--- src/design/i2cm_pkg.sv ---
package i2cm_pkg;

    localparam int MAX_BURST_DEF   = 16;
    localparam logic [7:0] DELAY_RESET = 8'd15;

    localparam logic [1:0] KIND_LOAD  = 2'd0;
    localparam logic [1:0] KIND_START = 2'd1;
    localparam logic [1:0] KIND_TICK  = 2'd2;

    localparam logic [1:0] ST_OK      = 2'd0;
    localparam logic [1:0] ST_BUSY    = 2'd1;
    localparam logic [1:0] ST_BUS_ERR = 2'd2;
    localparam logic [1:0] ST_NO_ACK  = 2'd3;

    typedef struct packed {
        logic [1:0] kind;
        logic       is_read;
        logic [7:0] device_addr;
        logic [7:0] reg_addr;
        logic [4:0] byte_count;
        logic [7:0] write_data;
        logic       sda_in;
    } t_item;

    typedef struct packed {
        logic       scl_out;
        logic       sda_out;
        logic       read_valid;
        logic [7:0] read_data;
        logic       read_last;
        logic       done_res;
        logic [1:0] status;
        logic       ready_res;
    } t_result;

endpackage

--- src/design/i2cm_wbuf.sv ---
module i2cm_wbuf #(
    parameter int MAX_BURST = 16,
    parameter int BW        = $clog2(MAX_BURST + 1)
) (
    input  logic          i_clk,
    input  logic          i_rst_n,
    input  logic          i_load_en,
    input  logic [7:0]    i_load_data,
    input  logic          i_clear,
    input  logic [BW-1:0] i_rd_idx,
    output logic [7:0]    o_rd_data,
    output logic [BW-1:0] o_fill
);
    localparam int IW = (MAX_BURST > 1) ? $clog2(MAX_BURST) : 1;

    logic [7:0]    r_mem [MAX_BURST];
    logic [BW-1:0] r_fill;
    logic          w_room;

    assign w_room = (r_fill < BW'(MAX_BURST));

    always_ff @(posedge i_clk) begin
        if (!i_rst_n) begin
            r_fill <= '0;
        end else if (i_clear) begin
            r_fill <= '0;
        end else if (i_load_en && w_room) begin
            r_fill <= r_fill + 1'b1;
        end
    end

    always_ff @(posedge i_clk) begin
        if (i_load_en && w_room) begin
            r_mem[r_fill[IW-1:0]] <= i_load_data;
        end
    end

    // entries past the fill level read as zero
    assign o_rd_data = (i_rd_idx < r_fill) ? r_mem[i_rd_idx[IW-1:0]] : 8'h00;
    assign o_fill    = r_fill;

endmodule

--- src/design/i2cm_core.sv ---
module i2cm_core #(
    parameter int MAX_BURST = 16,
    parameter int BW        = $clog2(MAX_BURST + 1)
) (
    input  logic             i_clk,
    input  logic             i_rst_n,
    input  logic             i_step,
    input  i2cm_pkg::t_item  i_item,
    input  logic [7:0]       i_delay_ticks,
    output i2cm_pkg::t_result o_result,
    output logic             o_load_en,
    output logic [7:0]       o_load_data,
    output logic             o_buf_clear,
    output logic [BW-1:0]    o_rd_idx,
    input  logic [7:0]       i_rd_data
);
    import i2cm_pkg::*;

    localparam int CW = (BW > 5) ? BW : 5;

    typedef enum logic [3:0] {
        PH_IDLE, PH_START_A, PH_START_B, PH_TX_LOW, PH_TX_DATA, PH_TX_HIGH,
        PH_TX_ACKLOW, PH_TX_ACKHIGH, PH_RX_LOW, PH_RX_HIGH, PH_RX_ACKLOW,
        PH_RX_ACKHIGH, PH_RX_ACKTAIL, PH_STOP_A, PH_STOP_B
    } t_phase;

    typedef enum logic [1:0] {SG_DEV, SG_REG, SG_DATA, SG_RADDR} t_stage;

    t_phase        r_phase, n_phase;
    t_stage        r_stage, n_stage;
    logic [7:0]    r_delay, n_delay;
    logic [3:0]    r_bits, n_bits;
    logic [BW-1:0] r_done_cnt, n_done_cnt;
    logic [7:0]    r_shift, n_shift;
    logic [7:0]    r_dev, n_dev;
    logic [7:0]    r_reg, n_reg;
    logic [BW-1:0] r_count, n_count;
    logic          r_rd, n_rd;
    logic [1:0]    r_status, n_status;
    logic          r_scl, n_scl;
    logic          r_sda, n_sda;

    logic [7:0]    w_eff_delay;
    logic [7:0]    w_dc;
    logic [CW-1:0] w_cnt;
    logic [BW:0]   w_next_done;
    logic          w_last;
    logic [7:0]    w_rx_byte;
    logic          do_send, do_recv, do_stop, do_start, do_after_start;
    logic [7:0]    send_val;
    logic          out_valid, out_last, out_done;
    logic [7:0]    out_data;

    assign w_eff_delay = (i_delay_ticks == 8'd0) ? 8'd1 : i_delay_ticks;
    assign w_dc        = (r_delay != 8'd0) ? r_delay - 8'd1 : 8'd0;
    assign w_next_done = {1'b0, r_done_cnt} + 1'b1;
    assign w_last      = (w_next_done >= {1'b0, r_count});
    assign w_rx_byte   = {r_shift[6:0], i_item.sda_in};
    assign o_rd_idx    = (r_stage == SG_DATA) ? w_next_done[BW-1:0] : '0;

    always_comb begin
        n_phase    = r_phase;
        n_stage    = r_stage;
        n_delay    = r_delay;
        n_bits     = r_bits;
        n_done_cnt = r_done_cnt;
        n_shift    = r_shift;
        n_dev      = r_dev;
        n_reg      = r_reg;
        n_count    = r_count;
        n_rd       = r_rd;
        n_status   = r_status;
        n_scl      = r_scl;
        n_sda      = r_sda;
        do_send    = 1'b0;
        do_recv    = 1'b0;
        do_stop    = 1'b0;
        do_start   = 1'b0;
        do_after_start = 1'b0;
        send_val   = 8'h00;
        out_valid  = 1'b0;
        out_data   = 8'h00;
        out_last   = 1'b0;
        out_done   = 1'b0;
        o_load_en  = 1'b0;
        o_buf_clear = 1'b0;
        w_cnt      = CW'(i_item.byte_count);
        if (w_cnt == '0) begin
            w_cnt = CW'(1);
        end
        if (w_cnt > CW'(MAX_BURST)) begin
            w_cnt = CW'(MAX_BURST);
        end

        if (i_step) begin
            case (i_item.kind)
                KIND_LOAD: begin
                    o_load_en = (r_phase == PH_IDLE);
                end
                KIND_START: begin
                    if (r_phase == PH_IDLE) begin
                        n_dev      = i_item.device_addr;
                        n_reg      = i_item.reg_addr;
                        n_count    = w_cnt[BW-1:0];
                        n_rd       = i_item.is_read;
                        n_status   = ST_OK;
                        n_stage    = SG_DEV;
                        n_done_cnt = '0;
                        do_start   = 1'b1;
                    end
                end
                KIND_TICK: begin
                    if (r_phase != PH_IDLE) begin
                        n_delay = w_dc;
                        if (w_dc == 8'd0) begin
                            case (r_phase)
                                PH_START_A: begin
                                    if (!i_item.sda_in) begin
                                        if (r_status == ST_OK) n_status = ST_BUSY;
                                        do_after_start = 1'b1;
                                    end else begin
                                        n_sda   = 1'b0;
                                        n_phase = PH_START_B;
                                        n_delay = w_eff_delay;
                                    end
                                end
                                PH_START_B: begin
                                    if (i_item.sda_in && r_status == ST_OK) begin
                                        n_status = ST_BUS_ERR;
                                    end
                                    do_after_start = 1'b1;
                                end
                                PH_TX_LOW: begin
                                    n_sda   = r_shift[7];
                                    n_shift = {r_shift[6:0], 1'b0};
                                    n_phase = PH_TX_DATA;
                                    n_delay = w_eff_delay;
                                end
                                PH_TX_DATA: begin
                                    n_scl   = 1'b1;
                                    n_phase = PH_TX_HIGH;
                                    n_delay = w_eff_delay;
                                end
                                PH_TX_HIGH: begin
                                    n_bits  = r_bits + 4'd1;
                                    n_scl   = 1'b0;
                                    n_delay = w_eff_delay;
                                    if (n_bits < 4'd8) begin
                                        n_phase = PH_TX_LOW;
                                    end else begin
                                        n_sda   = 1'b1;
                                        n_phase = PH_TX_ACKLOW;
                                    end
                                end
                                PH_TX_ACKLOW: begin
                                    n_scl   = 1'b1;
                                    n_phase = PH_TX_ACKHIGH;
                                    n_delay = w_eff_delay;
                                end
                                PH_TX_ACKHIGH: begin
                                    if (i_item.sda_in && r_status == ST_OK) begin
                                        n_status = ST_NO_ACK;
                                    end
                                    n_scl = 1'b0;
                                    case (r_stage)
                                        SG_DEV: begin
                                            n_stage  = SG_REG;
                                            do_send  = 1'b1;
                                            send_val = r_reg;
                                        end
                                        SG_REG: begin
                                            if (r_rd) begin
                                                n_stage  = SG_RADDR;
                                                do_start = 1'b1;
                                            end else begin
                                                n_stage    = SG_DATA;
                                                n_done_cnt = '0;
                                                do_send    = 1'b1;
                                                send_val   = i_rd_data;
                                            end
                                        end
                                        SG_DATA: begin
                                            n_done_cnt = w_next_done[BW-1:0];
                                            if (!w_last) begin
                                                do_send  = 1'b1;
                                                send_val = i_rd_data;
                                            end else begin
                                                do_stop = 1'b1;
                                            end
                                        end
                                        default: begin
                                            n_done_cnt = '0;
                                            do_recv    = 1'b1;
                                        end
                                    endcase
                                end
                                PH_RX_LOW: begin
                                    n_scl   = 1'b1;
                                    n_phase = PH_RX_HIGH;
                                    n_delay = w_eff_delay;
                                end
                                PH_RX_HIGH: begin
                                    n_shift = w_rx_byte;
                                    n_bits  = r_bits + 4'd1;
                                    n_scl   = 1'b0;
                                    n_delay = w_eff_delay;
                                    if (n_bits < 4'd8) begin
                                        n_phase = PH_RX_LOW;
                                    end else begin
                                        out_valid = 1'b1;
                                        out_data  = w_rx_byte;
                                        out_last  = w_last;
                                        n_sda     = w_last;
                                        n_phase   = PH_RX_ACKLOW;
                                    end
                                end
                                PH_RX_ACKLOW: begin
                                    n_scl   = 1'b1;
                                    n_phase = PH_RX_ACKHIGH;
                                    n_delay = w_eff_delay;
                                end
                                PH_RX_ACKHIGH: begin
                                    n_scl   = 1'b0;
                                    n_phase = PH_RX_ACKTAIL;
                                    n_delay = w_eff_delay;
                                end
                                PH_RX_ACKTAIL: begin
                                    n_done_cnt = w_next_done[BW-1:0];
                                    if (!w_last) begin
                                        do_recv = 1'b1;
                                    end else begin
                                        do_stop = 1'b1;
                                    end
                                end
                                PH_STOP_A: begin
                                    n_sda   = 1'b1;
                                    n_phase = PH_STOP_B;
                                    n_delay = w_eff_delay;
                                end
                                PH_STOP_B: begin
                                    out_done    = 1'b1;
                                    o_buf_clear = !r_rd;
                                    n_phase     = PH_IDLE;
                                end
                                default: begin
                                    n_phase = PH_IDLE;
                                end
                            endcase
                        end
                    end
                end
                default: begin
                end
            endcase
        end

        if (do_after_start) begin
            do_send  = 1'b1;
            send_val = (r_stage == SG_RADDR) ? r_dev + 8'd1 : r_dev;
        end
        if (do_start) begin
            n_sda   = 1'b1;
            n_scl   = 1'b1;
            n_phase = PH_START_A;
            n_delay = w_eff_delay;
        end
        if (do_send) begin
            n_shift = send_val;
            n_bits  = 4'd0;
            n_scl   = 1'b0;
            n_phase = PH_TX_LOW;
            n_delay = w_eff_delay;
        end
        if (do_recv) begin
            n_sda   = 1'b1;
            n_scl   = 1'b0;
            n_shift = 8'h00;
            n_bits  = 4'd0;
            n_phase = PH_RX_LOW;
            n_delay = w_eff_delay;
        end
        if (do_stop) begin
            n_sda   = 1'b0;
            n_scl   = 1'b1;
            n_phase = PH_STOP_A;
            n_delay = w_eff_delay;
        end
    end

    always_ff @(posedge i_clk) begin
        if (!i_rst_n) begin
            r_phase    <= PH_IDLE;
            r_stage    <= SG_DEV;
            r_delay    <= '0;
            r_bits     <= '0;
            r_done_cnt <= '0;
            r_shift    <= '0;
            r_dev      <= '0;
            r_reg      <= '0;
            r_count    <= '0;
            r_rd       <= 1'b0;
            r_status   <= ST_OK;
            r_scl      <= 1'b1;
            r_sda      <= 1'b1;
        end else begin
            r_phase    <= n_phase;
            r_stage    <= n_stage;
            r_delay    <= n_delay;
            r_bits     <= n_bits;
            r_done_cnt <= n_done_cnt;
            r_shift    <= n_shift;
            r_dev      <= n_dev;
            r_reg      <= n_reg;
            r_count    <= n_count;
            r_rd       <= n_rd;
            r_status   <= n_status;
            r_scl      <= n_scl;
            r_sda      <= n_sda;
        end
    end

    assign o_load_data          = i_item.write_data;
    assign o_result.scl_out     = n_scl;
    assign o_result.sda_out     = n_sda;
    assign o_result.read_valid  = out_valid;
    assign o_result.read_data   = out_data;
    assign o_result.read_last   = out_last;
    assign o_result.done_res    = out_done;
    assign o_result.status      = n_status;
    assign o_result.ready_res   = (n_phase == PH_IDLE);

endmodule

--- src/design/i2c_master_register_access_unit.sv ---
// channel | valid      | ready       | word
// --------+------------+-------------+-------------------------------------------
// cfg     | i_cfg_valid| o_cfg_ready | i_cfg_delay_ticks
// in      | i_in_valid | o_in_ready  | i_kind .. i_sda_in
// out     | o_out_valid| i_out_ready | o_scl_out .. o_ready_res
//
// One word per cycle while the output is not stalled: each input word is
// registered, stepped through the bus sequencer and its result lands in the
// output register.
// Reset is synchronous, active low; no clearing pass is needed.
// A stalled output holds its word; the input register still accepts while
// the output word is taken in the same cycle.
module i2c_master_register_access_unit #(
    parameter int MAX_BURST = i2cm_pkg::MAX_BURST_DEF
) (
    input  logic       i_clk,
    input  logic       i_rst_n,
    input  logic       i_cfg_valid,
    output logic       o_cfg_ready,
    input  logic [7:0] i_cfg_delay_ticks,
    input  logic       i_in_valid,
    output logic       o_in_ready,
    input  logic [1:0] i_kind,
    input  logic       i_is_read,
    input  logic [7:0] i_device_addr,
    input  logic [7:0] i_reg_addr,
    input  logic [4:0] i_byte_count,
    input  logic [7:0] i_write_data,
    input  logic       i_sda_in,
    output logic       o_out_valid,
    input  logic       i_out_ready,
    output logic       o_scl_out,
    output logic       o_sda_out,
    output logic       o_read_valid,
    output logic [7:0] o_read_data,
    output logic       o_read_last,
    output logic       o_done_res,
    output logic [1:0] o_status,
    output logic       o_ready_res
);
    import i2cm_pkg::*;

    localparam int BW = $clog2(MAX_BURST + 1);

    logic [7:0]    r_delay_ticks;
    logic          r_in_valid;
    t_item         r_item;
    logic          r_out_valid;
    t_result       r_result;
    t_result       w_result;
    logic          w_adv;
    logic          w_load_en;
    logic [7:0]    w_load_data;
    logic          w_clear;
    logic [BW-1:0] w_rd_idx;
    logic [7:0]    w_rd_data;
    logic [BW-1:0] w_fill;

    assign w_adv       = r_in_valid && (!r_out_valid || i_out_ready);
    assign o_in_ready  = !r_in_valid || w_adv;
    assign o_cfg_ready = 1'b1;

    always_ff @(posedge i_clk) begin
        if (!i_rst_n) begin
            r_delay_ticks <= DELAY_RESET;
            r_in_valid    <= 1'b0;
            r_out_valid   <= 1'b0;
        end else begin
            if (i_cfg_valid) begin
                r_delay_ticks <= i_cfg_delay_ticks;
            end
            if (o_in_ready) begin
                r_in_valid <= i_in_valid;
            end
            if (w_adv) begin
                r_out_valid <= 1'b1;
            end else if (i_out_ready) begin
                r_out_valid <= 1'b0;
            end
        end
    end

    always_ff @(posedge i_clk) begin
        if (i_in_valid && o_in_ready) begin
            r_item <= '{kind: i_kind, is_read: i_is_read, device_addr: i_device_addr,
                        reg_addr: i_reg_addr, byte_count: i_byte_count,
                        write_data: i_write_data, sda_in: i_sda_in};
        end
        if (w_adv) begin
            r_result <= w_result;
        end
    end

    i2cm_wbuf #(
        .MAX_BURST (MAX_BURST),
        .BW        (BW)
    ) u_wbuf (
        .i_clk       (i_clk),
        .i_rst_n     (i_rst_n),
        .i_load_en   (w_load_en),
        .i_load_data (w_load_data),
        .i_clear     (w_clear),
        .i_rd_idx    (w_rd_idx),
        .o_rd_data   (w_rd_data),
        .o_fill      (w_fill)
    );

    i2cm_core #(
        .MAX_BURST (MAX_BURST),
        .BW        (BW)
    ) u_core (
        .i_clk         (i_clk),
        .i_rst_n       (i_rst_n),
        .i_step        (w_adv),
        .i_item        (r_item),
        .i_delay_ticks (r_delay_ticks),
        .o_result      (w_result),
        .o_load_en     (w_load_en),
        .o_load_data   (w_load_data),
        .o_buf_clear   (w_clear),
        .o_rd_idx      (w_rd_idx),
        .i_rd_data     (w_rd_data & {8{w_fill != '0}})
    );

    assign o_out_valid  = r_out_valid;
    assign o_scl_out    = r_result.scl_out;
    assign o_sda_out    = r_result.sda_out;
    assign o_read_valid = r_result.read_valid;
    assign o_read_data  = r_result.read_data;
    assign o_read_last  = r_result.read_last;
    assign o_done_res   = r_result.done_res;
    assign o_status     = r_result.status;
    assign o_ready_res  = r_result.ready_res;

endmodule
--- config.mk ---
export PLATFORM = sky130hd
export DESIGN_NAME = i2c_master_register_access_unit
export DESIGN_NICKNAME = d
export VERILOG_FILES = /design/src/design/i2cm_pkg.sv /design/src/design/i2cm_wbuf.sv /design/src/design/i2cm_core.sv /design/src/design/i2c_master_register_access_unit.sv
export SDC_FILE = /design/constraint.sdc
export NUM_CORES = 1
export LEC_CHECK = 0
export ABC_AREA = 0
export BUFFER_PORTS_ARGS = -buffer_cell sky130_fd_sc_hd__buf_2
export CORE_MARGIN = 2
export CORE_UTILIZATION = 33
export DETAILED_ROUTE_END_ITERATION = 10
export MAX_ROUTING_LAYER = met4
export PLACE_DENSITY_LB_ADDON = 0.1
export SETUP_SLACK_MARGIN = 0.4
export SLEW_MARGIN = 30
export SYNTH_ARGS = -nofsm -noshare
export SYNTH_HDL_FRONTEND = slang
export SYNTH_SLANG_ARGS = --single-unit
export TNS_END_PERCENT = 5
--- constraint.sdc ---
create_clock -name i_clk -period 3.8 [get_ports i_clk]
set_input_delay 0.38 -clock i_clk [delete_from_list [all_inputs] [get_ports i_clk]]
set_output_delay 0.38 -clock i_clk [all_outputs]
set_load 0.01 [all_outputs]
---- Yosys cells after proc, flatten, opt, wreduce, memory -nomap -nowiden ----
Memories as Yosys holds them, arrays and structs flattened.
Index checks and enable logic that the tools add are counted.
W data, S select, Z words.
storage, ports and cells
  register bits after elaboration ......... 121
  bits in writable memories ............... 128
  input port bits ......................... 46
  word-level logic and storage cells ...... 261
  memories kept ........................... 1
memory list
  name          words  bits a word  read ports  clocked after Yosys merged registers in  wr ports  line             text
  u_wbuf.r_mem  16     8            1           0                                        1         i2cm_wbuf.sv:16  logic [7:0] r_mem [MAX_BURST];
operators by class
  $add $sub $neg .......................... 5
  $lt $le $gt $ge ......................... 5
  equal/unequal tests ..................... 27
  multiplexer cells ....................... 137
  bitwise gates (word level) .............. 6
  reduce and logical (&&, ||, !) cells .... 48
operators with widths
  operator               number
  $mux W8                26
  $mux W1                63
  $pmux W4 S11           1
  $mux W4                9
  $mux W5                7
  $pmux W8 S2            2
  $eq A4 B4 Y1 const B   7
  $mux W2                13
  $pmux W8 S3            1
  $pmux W5 S2            2
  $reduce_bool A5 Y1     4
  $eq A4 B3 Y1 const B   4
  $logic_not A8 Y1       2
  $pmux W5 S3            1
  $pmux W2 S2            3
  $reduce_bool A2 Y1     6
  $pmux W1 S2            5
  $reduce_and A5 Y1      2
  $reduce_and A3 Y1      3
  $reduce_or A3 Y1       3
  $reduce_or A9 Y1       1
  $add A8 B1 Y8 const B  1
  $and A8 B8 Y8          1
  $eq A4 B2 Y1 const B   2
  37 further kinds       59

---- Longest topological paths before layout ----
  depth after elaboration ................. 14
  gate-level depth with buffers ........... 13

---- Hierarchy ----
Synthesis repeated with hierarchy kept, for this count alone.
second synthesis, totals
  cell total of the unflattened synthesis .. 929
  area total of the unflattened synthesis .. 11,651.2 um2
by module, submodules not included
  module                           times used  cells each  area each (um2)
  i2cm_wbuf                        1           271         5,421.4
  i2cm_core                        1           562         4,285.4
  i2c_master_register_access_unit  1           96          1,944.4

---- Least setup slack after synthesis ----
No wires, ideal clock.
  path kind ............................... reg2reg
  start ................................... register u_core.r_stage[0]
  end ..................................... register u_core.r_shift[3]
  arrival ................................. 3,103 ps
  slack ................................... 627 ps
  cell stages (with the launch flop) ...... 13
  period minus slack after synthesis ...... 3,173 ps
  cells stage by stage .................... dfxtp_1 -> buf_2 -> nand2b_1 -> clkbuf_1 -> nor2_1 -> clkbuf_1 -> ha_1 -> a21oi_1 -> o21ai_0 -> a2111oi_2 -> nor4bb_1 -> o221ai_1 -> a21boi_1
between the ends
  word-level cells in the longest chain between the ends .. 14
  elaborated cells between the ends (all ways) .. 41
  those cells by class .................... order compare: 1; eq/ne: 3; mux: 26; bitwise: 1; reduce/logical: 9; memory: 1
ends and longest elaborated chain
  what                                                   line                                    text
  start: declaration                                     i2cm_core.sv:30                         t_stage r_stage, n_stage;
  start signal: assignment                               i2cm_core.sv:307                        r_stage <= n_stage;
  $eq A2 B2 Y1                                           i2cm_core.sv:59, i2cm_core.sv:165
  $mux W5                                                i2cm_core.sv:59                         assign o_rd_idx = (r_stage == SG_DATA) ? w_next_done[BW-1:0] : '0;
  $mem_v2 Z16 W8 / $lt A5 B5 Y1 (equally long branches)  -
  $mux W8                                                i2cm_wbuf.sv:39                         assign o_rd_data = (i_rd_idx < r_fill) ? r_mem[i_rd_idx[IW-1:0]] : 8'h00;
  $and A8 B8 Y8                                          i2c_master_register_access_unit.sv:122  .i_rd_data (w_rd_data & {8{w_fill != '0}})
  $mux W8, on equally long branches                      i2cm_core.sv:184, i2cm_core.sv:172
  $pmux W8 S3                                            i2cm_core.sv:165                        case (r_stage)
  $mux W8                                                i2cm_core.sv:116                        case (r_phase)
  $mux W8                                                i2cm_core.sv:115                        if (w_dc == 8'd0) begin
  $mux W8                                                i2cm_core.sv:113                        if (r_phase != PH_IDLE) begin
  $mux W8                                                i2cm_core.sv:96                         case (i_item.kind)
  $mux W8                                                i2cm_core.sv:95                         if (i_step) begin
  $mux W8                                                i2cm_core.sv:257                        if (do_after_start) begin
  $mux W8                                                i2cm_core.sv:267                        if (do_send) begin
  end signal: assignment                                 i2cm_core.sv:311                        r_shift <= n_shift;
  end: declaration                                       i2cm_core.sv:34                         logic [7:0] r_shift, n_shift;
Parallel ways exist; a longest one is shown, timed or not.
A chain may end at the register's enable or synchronous reset.

---- Worst setup path in the final report ----
  start ................................... register u_core.r_done_cnt[1]
  end ..................................... register u_core.r_delay[2]
between the ends
  word-level cells in the longest chain between the ends .. 13
  elaborated cells between the ends (all ways) .. 29
  those cells by class .................... add/sub: 1; order compare: 1; mux: 23; reduce/logical: 4
ends and longest elaborated chain
  what                      line                                text
  start: declaration        i2cm_core.sv:33                     logic [BW-1:0] r_done_cnt, n_done_cnt;
  start signal: assignment  i2cm_core.sv:310                    r_done_cnt <= n_done_cnt;
  $add A5 B1 Y6 (*)         i2cm_core.sv:56                     assign w_next_done = {1'b0, r_done_cnt} + 1'b1;
  $ge A6 B5 Y1 (*)          i2cm_core.sv:57                     assign w_last = (w_next_done >= {1'b0, r_count});
  $mux W1                   i2cm_core.sv:184, i2cm_core.sv:229
  $pmux W1 S3               i2cm_core.sv:165
  $mux W1                   i2cm_core.sv:116
  $mux W1                   i2cm_core.sv:115
  $mux W1                   i2cm_core.sv:113
  $mux W1                   i2cm_core.sv:96
  $mux W1                   i2cm_core.sv:95
  $mux W1                   i2cm_core.sv:257
  $mux W8                   i2cm_core.sv:267
  $mux W8                   i2cm_core.sv:274                    if (do_recv) begin
  $mux W8                   i2cm_core.sv:282                    if (do_stop) begin
  end signal: assignment    i2cm_core.sv:308                    r_delay <= n_delay;
  end: declaration          i2cm_core.sv:31                     logic [7:0] r_delay, n_delay;
Mark *: on every way between the ends. The rest lies on a longest branch, timed or not.

==> metrics.txt <==
crit path DAT=3720 ps; DR WL/cell=19.2 um; clock-pin slew on the worst setup and hold paths=60 ps; area of the mapped netlist=11400 um2; Final Routed Wirelength=31100 um; placed instance area=12400 um2; syn avg cell area=11.2 um2; async set-reset flop share out of synthesis=0; Post-DRT Antenna Nets=0; CP Capture Type=flop; register area share after synthesis=0.593; EDFF count, synth=177; Rows=68; HP Class=primary input to flop; outcome=complete, no violations; Vias/cell=5.00; 1st-pass router iterations=5; RSZ-0062 raised after global routing=yes; crit share post-route=0.862; Non-Filler Instances=1617; first-pass GRT wire length=47600 um; Primary FF master, synth=edfxtp_1; initial antenna violation count=0; Final #Nets=1209; routed via count=8084; core area=34300 um2; Ports=65; warnings from Yosys=0; global placement routability congestion=0.840; PnR Total Power=0.00597 W; WP data required=4240 ps; DP Wirelength=21000 um; vias in the first global route=7808; design area=13800 um2; Final min period=3270 ps; post-route DRC violation count=0; pin count of the biggest net entering global routing=34; clock sink count=249; fillcell total=3278; chip width=190 um; Leakage=4.89 nW; clock skew=10.4 ps; GRT overflow=0; pre-CTS setup slack=392 ps; Die Y=190 um; H-tree depth=1; Final Max Slew Viols=0; cell count after synthesis=1014; CTS tree=yes; All-Layer GR Usage=0.177; Max Cap Viol=0; Area Overhead vs Synth=20.7%; Starting Density=0.332; number of buffers created by CTS=30; DIE AREA=36000 um2; Largest register FFs=128; Mapped Nets=1085; final-report setup violation count=0; Skew-Pair Late Insertion Delay=560 ps; flop and latch count out of synthesis=249; worst rel slew slack=0.408; Max FO, Critical Path=8; number of DRC markers in iteration 0=614; PwrDens=434 nW/um2; fmax=305 MHz; Worst-Margin Slew=888 ps; synth unique cells=86; VDD IR-drop max=0.355 mV; Cell Count Post-Placement=1528; ANT cells=0; startpoint types=flop; TNS Setup=0 ps; clk buf depth=3; Final Hold Viols=0; setup ws final=525 ps; post-CTS setup buffers=0; share of layout cells above drive strength 1=0.166; Clock Tree Root=clkbuf_16; CP Class=flop to flop; buffers added on ports=63
[final timing paths]
path	from	to	slack (ps)	depth (start not counted)
setup / recovery	u_core.r_done_cnt[1]$_SDFFE_PN0P_	u_core.r_delay[2]$_SDFFE_PN0P_	530	12
hold / removal	i_cfg_delay_ticks[3]	r_delay_ticks[3]$_SDFFE_PN1P_	40	3
setup reg to reg	u_core.r_done_cnt[1]$_SDFFE_PN0P_	u_core.r_delay[2]$_SDFFE_PN0P_	530	12
hold reg to reg	u_core.r_count[4]$_SDFFE_PN0P_	u_core.r_count[4]$_SDFFE_PN0P_	470	2
[layout make-up]
cell class,instances,area [um2],share of cell area
multi-input combinational,683,4350,0.316
clock inverter,14,140,0.0102
inverter,28,105,0.00764
tap,455,569,0.0414
timing repair buffer,146,1020,0.0742
clock buffer,42,816,0.0593
sequential,249,6760,0.491
[synthesized netlist by cell type (15+ instances only)]
master	n	area, um2
edfxtp_1	177	5320
nand2_1	141	529
dfxtp_1	72	1440
nor2_1	72	270
a21oi_1	62	310
o21ai_0	46	230
clkbuf_1	38	143
mux2i_1	37	370
nand3_1	29	145
inv_1	26	97.6
ha_1	25	313
a211oi_1	18	135
nor2b_1	18	113
nor3_1	18	90.1
a31oi_1	16	100
and2_1	16	100
nand2b_1	15	93.8
[power by group]
part,switching (W),total [W],internal (W)
logic,0.000115,0.000206,0.0000905
clock network,0.00113,0.00276,0.00163
registers,0.0000466,0.00300,0.00295
[metal layers]
layer / global-route usage / wire, um / part of all wire / vias up
met2: 0.258 / 13600 / 0.44 / 157
li1: - / - / - / 4006
met3: 0.0232 / 1230 / 0.040 / 29
met5: - / 0 / 0 / -
met1: 0.261 / 15800 / 0.51 / 3892
met4: 0.0373 / 380 / 0.012 / 0
[placed cells by master, fill, tap and decap left out, drive strengths merged, types with 25 or more instances in the layout]
| cell type | count |
|---|---|
| edfxtp | 177 |
| nand2 | 141 |
| buf | 113 |
| nor2 | 74 |
| dfxtp | 72 |
| a21oi | 64 |
| o21ai | 48 |
| clkbuf | 42 |
| mux2i | 37 |
| dlygate4sd3 | 33 |
| nand3 | 29 |
| inv | 27 |
| ha | 25 |
[metrics by stage]
| step | hold slack [ps] | util |
|---|---|---|
| floorplan | 436 | - |
| global placement | 449 | 0.363 |
| detailed placement | 465 | 0.363 |
| CTS | 13.5 | 0.401 |
| global route | 29.7 | 0.401 |
| finish | 38.9 | 0.401 |
[critical path: stages (launching register included)]
cell      delay [ps]
dfxtp_1          350
ha_1             230
nand3_1          100
xor2_1           260
inv_1             80
ha_1             320
nand3_1           70
o22a_1           290
a221oi_4         380
nand2b_2         320
nand4_2          250
a22o_1           310
a32o_1           200
[logic make-up after synthesis]
logic type | share of synthesized area
muxes | 0.0424
buffers and inverters | 0.0291
xor gates and xnor gates | 0.0146
and+or+nand+nor | 0.161
adders and majority gates | 0.0274
other | 0.000329
AOI/OAI and AO/OA | 0.133
DFF | 0.593
[what timing repair did]
item / CTS / global route
endpoints found under the setup margin: 2 / 20
endpoints found under the hold margin: 33 / 0
pin swaps: 0 / 0
hold buffers: 33 / 0
gates resized for setup: 2 / 4
No activity file was read; power rests on OpenSTA's default activity.
